**config.mk**
```make
export PLATFORM = sky130hd
export DESIGN_NAME = tjlik_sqrt
export DESIGN_NICKNAME = d
export VERILOG_FILES = /design/src/sv/tjlik_sqrt_cell.sv /design/src/sv/tjlik_sqrt.sv
export SDC_FILE = /design/constraint.sdc
export NUM_CORES = 1
export LEC_CHECK = 0
export ABC_AREA = 1
export BUFFER_PORTS_ARGS = -buffer_cell sky130_fd_sc_hd__buf_2
export CORE_MARGIN = 3
export CORE_UTILIZATION = 30
export CTS_BUF_LIST = sky130_fd_sc_hd__clkbuf_4 sky130_fd_sc_hd__clkbuf_8 sky130_fd_sc_hd__clkbuf_16
export DETAILED_ROUTE_END_ITERATION = 8
export SLEW_MARGIN = 20
export SYNTH_ARGS = -nofsm -noshare
export SYNTH_HDL_FRONTEND = slang
export SYNTH_HIERARCHICAL = 1
export SYNTH_SLANG_ARGS = --single-unit
```
**constraint.sdc**
```tcl
create_clock -name clk -period 6.65 [get_ports clk]
set_input_delay 0.665 -clock clk [delete_from_list [all_inputs] [get_ports clk]]
set_output_delay 0.665 -clock clk [all_outputs]
set_load 0.01 [all_outputs]
```
**src/sv/tjlik_sqrt_cell.sv**
```systemverilog
// One restoring square-root digit cell: consumes two radicand bits, makes one root bit.
module tjlik_sqrt_cell #(
	parameter int N = 16,
	parameter int W = 32
) (
	input  logic         clk,
	input  logic [W-1:0] rad_in,
	input  logic [N+1:0] rem_in,
	input  logic [N-1:0] q_in,
	output logic [W-1:0] rad_out,
	output logic [N+1:0] rem_out,
	output logic [N-1:0] q_out
);

	logic [N+3:0] rem2;
	logic [N+3:0] trial;
	logic [N+3:0] diff;
	logic         take;

	always_comb begin
		rem2 = {rem_in, rad_in[W-1 -: 2]};
		trial = {2'b00, q_in, 2'b01};
		diff = rem2 - trial;
		take = (rem2 >= trial);
	end

	always_ff @(posedge clk) begin
		rad_out <= rad_in << 2;
		if (take) begin
			rem_out <= diff[N+1:0];
			q_out <= {q_in[N-2:0], 1'b1};
		end else begin
			rem_out <= rem2[N+1:0];
			q_out <= {q_in[N-2:0], 1'b0};
		end
	end

endmodule

```
**src/sv/tjlik_sqrt.sv**
```systemverilog
// Pipelined square root rounded to nearest: a row of digit cells and a rounding stage.
module tjlik_sqrt #(
	parameter int W = 32
) (
	input  logic           clk,
	input  logic [W-1:0]   rad,
	output logic [W/2:0]   root
);

	localparam int N = W / 2;

	logic [W-1:0] rad_c [N+1];
	logic [N+1:0] rem_c [N+1];
	logic [N-1:0] q_c   [N+1];

	assign rad_c[0] = rad;
	assign rem_c[0] = '0;
	assign q_c[0] = '0;

	for (genvar i = 0; i < N; i++) begin : g_cell
		tjlik_sqrt_cell #(.N(N), .W(W)) u_cell (
			.clk     (clk),
			.rad_in  (rad_c[i]),
			.rem_in  (rem_c[i]),
			.q_in    (q_c[i]),
			.rad_out (rad_c[i+1]),
			.rem_out (rem_c[i+1]),
			.q_out   (q_c[i+1])
		);
	end

	// remainder above the root means the true root is nearer root + 1
	always_ff @(posedge clk) begin
		root <= {1'b0, q_c[N]} + (N+1)'(rem_c[N] > {2'b00, q_c[N]});
	end

endmodule

```
After elaboration in Yosys (flattened, before gate mapping)
Cells that the tools add are included.
{"block": "word_totals", "out_inout_bits": 17, "word_cells": 115, "inputBits": 33, "regBits": 666}
{"block": "classes", "n_addsub": 17, "muxes": 32, "magnitude_cmp": 17}
{"op": "$mux W18", "count": 15}
{"op": "$ge A20 B10 Y1", "count": 1}
{"op": "$ge A20 B11 Y1", "count": 1}
{"op": "$ge A20 B12 Y1", "count": 1}
{"op": "$ge A20 B13 Y1", "count": 1}
{"op": "$ge A20 B14 Y1", "count": 1}
{"op": "$ge A20 B15 Y1", "count": 1}
{"op": "$ge A20 B16 Y1", "count": 1}
{"op": "$ge A20 B17 Y1", "count": 1}
{"op": "$ge A20 B3 Y1", "count": 1}
{"op": "$ge A20 B4 Y1", "count": 1}
{"op": "$ge A20 B5 Y1", "count": 1}
{"op": "$ge A20 B6 Y1", "count": 1}
{"op": "$ge A20 B7 Y1", "count": 1}
{"op": "$ge A20 B8 Y1", "count": 1}
{"op": "$ge A20 B9 Y1", "count": 1}
{"op": "$gt A18 B16 Y1", "count": 1}
{"op": "$sub A18 B10 Y18", "count": 1}
{"op": "$sub A18 B11 Y18", "count": 1}
{"op": "$sub A18 B12 Y18", "count": 1}
{"op": "$sub A18 B13 Y18", "count": 1}
{"op": "$sub A18 B14 Y18", "count": 1}
{"op": "$sub A18 B15 Y18", "count": 1}
{"op": "$sub A18 B16 Y18", "count": 1}
{"op": "13 further kinds", "count": 28}

Longest topological paths before layout
{"block": "logic_depth", "word_depth": 2, "mapped_depth": 17, "mapped_depth_nobuf": 17}

By module
Netlist, hierarchy kept.
{"module": "tjlik_sqrt_cell", "area_each_um2": 2693.8, "cells_per_inst": 340, "n_inst": 16, "seq_area_each_um2": 1281.2}
{"module": "tjlik_sqrt", "area_each_um2": 1136.1, "cells_per_inst": 153, "n_inst": 1, "seq_area_each_um2": 340.3}

Worst setup path after synthesis
OpenSTA, ideal clock, no wires.
{"block": "synth_timing", "kind": "register to register", "from": "register g_cell[15].u_cell.q_out[9]", "to": "register root[13]", "path_slack_ns": 4.452, "required_time_ns": 6.533, "setup_time_ns": 0.117, "arrival_time_ns": 2.081, "synth_period_minus_slack_ns": 2.198, "path_buffers": 0, "path_stages_with_launch": 16, "cell_sequence": "dfxtp_1 -> inv_1 -> ha_1 -> nand2_1 -> nor2_1 -> nand3_1 -> nor2_1 -> nor2_1 -> a21oi_1 -> ha_1 -> nand3_2 -> nor2_4 -> nand2_4 -> nor2_4 -> nand2_1 -> xor2_1"}
{"block": "synth_via", "elab_chain_len": 2}
{"element": "start: declaration", "line_no": "tjlik_sqrt_cell.sv:12", "source": "output logic [N-1:0] q_out"}
{"element": "start signal: assignment", "line_no": "tjlik_sqrt_cell.sv:31", "source": "q_out <= {q_in[N-2:0], 1'b1};"}
{"element": "start signal: assignment", "line_no": "tjlik_sqrt_cell.sv:34", "source": "q_out <= {q_in[N-2:0], 1'b0};"}
{"element": "$gt A18 B16 Y1", "line_no": "tjlik_sqrt.sv:34", "source": "root <= {1'b0, q_c[N]} + (N+1)'(rem_c[N] > {2'b00, q_c[N]});"}
{"element": "$add A16 B1 Y17 *", "line_no": "tjlik_sqrt.sv:34"}
{"element": "end signal: assignment", "line_no": "tjlik_sqrt.sv:34"}
{"element": "end: declaration", "line_no": "tjlik_sqrt.sv:7", "source": "output logic [W/2:0] root"}
Every way passes the cells marked *; elsewhere a longest branch is shown, timed or not.
A chain may end at the register's enable or synchronous reset.

Worst setup path in the final report
{"block": "layout_timing", "from": "register g_cell[15].u_cell.q_out[9]", "to": "register root[15]"}
The elaborated chain is that of the path after synthesis.

==> impl_metrics.toml <==
[cts]
clk_pin_slew_ns = 0.06
clk_path_buf_depth = 3
cts_made_buffers = 85
htreeDepth = 3
cts.repair.resized = 0
cts_tree = "yes"
cts-hold-fix-buffers = 0
cts-root-buf = "clkbuf_16"
clock_sinks = 801
cts_setup_buffers = 0
clock_latency_ns = 0.69

[critical_path]
startpoint_type = "register"
required_ns = 7.22
reg2reg_slack_ns = 4.20
cp_max_fo = 4
arrival_ns = 3.03
critPathTopFamily = "simple AND/OR/NAND/NOR gates"
cp_cell_sequence = "inv_1 > ha_1 > nand2_1 > nor2_1 > nand3_1 > nor2_1 > nor2_1 > a21oi_1 > ha_1 > nand3_2 > nor2_4 > nand2_4 > nor2_4 > nand2_1 > xor2_1"
worst_path_max_delay_cell = "dfxtp_1"
worstSetupPathType = "register to register"
worst_path_most_repeated_cell = "nor2_1"
max_stage_delay_ns = 0.38
critPathBufInv = 1
endpoint_kind = "register"

[timing]
rsz0062_at_grt = "no"
fmax_mhz = 408
timing.final.crit_share_pct = 36.9
finalHoldViolations = 0
fin_crit_ns = 2.45
fin_hold_ws_ns = 0.0707
tns_ns = 0
slew_viol_final = 0
fin_skew_ns = 0.0193
setup_viol = 0

[logic_synthesis]
synth_cells = 5305
syn_area_per_cell_sq_um = 7.38
yosysWarnings = 6
netlist_area_sq_um = 39100

[global_routing]
grt_usage_pct = 13.4
grt_pass1_wl_mm = 149
grt-ovfl-total = 0
antenna_found_initial = 0
grt_max_degree = 22
grt_pass1_vias = 29500

[finish]
drive_gt1_share_pct = 7.41
synthToLayoutAreaGrowth_pct = 13.2
final_nets = 5796
post-route-util_pct = 34.5
n_antenna_cell = 0

[floorplanning]
start_util_pct = 30.5
dieArea_sq_um = 135000
fp.dieW_microns = 367
num_rows = 131
core_sq_um = 129000
io_pins = 50
die_y_microns = 367

[power_and_ir_drop]
power_mw = 23.7
p_leak_nw = 24.3
ir_drop_mv = 0.244
pwr_density_cell_nw_per_um2 = 536

[route]
drtAntennaViolNets = 0
wl_per_cell_microns = 12.6
dr.pass1.iters = 5
drc = 0
drt_iter0_markers = 1894
totalWireLength_mm = 91.6
vias_per_cell = 4.26
route.vias.total = 30900

[place]
port_buffers = 49
hpwl_mm = 72.7
gp_congestion = 0.906

[min_path]
holdCritPathClass = "input pin to register"

[job]
cap_viol_max_count = 0

[status]
status = "completed"
-- sequential cells by signal, indices dropped and copies added (netlist names) --
name,count
g_cell.u_cell/rem_out,288
g_cell.u_cell/q_out,256
g_cell.u_cell/rad_out,240
root,17
-- report_power, final --
part	switching [mW]	total [mW]	internal, mW
sequential	0.989	7.30	6.31
combinational	7.33	11.4	4.05
clock	2.00	5.06	3.06
total	10.3	23.7	13.4
-- worst paths after layout --
path,cells past startpoint,end,from
worst max-delay path,15,root[15]$_DFF_P_,g_cell[15].u_cell/q_out[9]$_DFF_P_
worst min-delay path,1,g_cell[0].u_cell/rad_out[17]$_DFF_P_,rad[15]
worst max register to register,15,root[15]$_DFF_P_,g_cell[15].u_cell/q_out[9]$_DFF_P_
worst min register to register,0,g_cell[7].u_cell/rad_out[26]$_DFF_P_,g_cell[6].u_cell/rad_out[24]$_DFF_P_
-- metal layers --
metal | vias to the layer above | global-route usage, % | share of wire, %
li1 | 16500 | - | -
met1 | 13700 | 17.8 | 48
met2 | 529 | 22.0 | 45
met3 | 148 | 1.95 | 3.8
met4 | 0 | 5.07 | 3.2
met5 | - | 0 | 0
-- area by class of cell --
| cell class | count | area [sq um] |
|---|---|---|
| Clock buffer | 105 | 2320 |
| Sequential cell | 801 | 16000 |
| Multi-Input combinational cell | 3657 | 19500 |
| Tap cell | 1729 | 2160 |
| Inverter | 863 | 3280 |
| Clock inverter | 42 | 721 |
| Fill cell | 13700 | 84200 |
| Timing Repair Buffer | 49 | 245 |
-- placed cells by master, fill, tap and decap left out --
master,instances
nand2_1,2007
inv_1,846
dfxtp_1,801
ha_1,306
nor2_1,269
a21oi_1,213
nand3_1,180
xor2_1,143
nand3b_1,112
nand3_2,97
clkbuf_16,85
conb_1,65
o21ai_0,64
buf_2,49
nor3_1,35
nand2_2,32
nor2_2,32
nand4_1,18
nand2_4,17
a211oi_1,16
inv_4,16
o21bai_1,16
xnor2_1,16
xor2_2,16
bufinv_16,14
clkbuf_4,13
clkinv_2,9
clkbuf_8,7
inv_6,5
clkinv_4,4
clkinvlp_4,3
clkinv_16,3
nor2_4,2
clkinv_8,2
a21o_1,1
inv_2,1
inv_8,1
inv_16,1
-- metrics by stage --
| stage | cells | setup WS [ns] | cell area [sq um] |
|---|---|---|---|
| after CTS | 7246 | 4.16 | 44300 |
| final | 7246 | 4.20 | 44300 |
| after global placement | 7099 | 4.13 | 41200 |
| after detailed placement | 7099 | 4.18 | 41200 |
| after floorplan | 5369 | 4.45 | 39400 |
| after global routing | 7246 | 3.94 | 44300 |
Power figures use the tool's default switching activity.
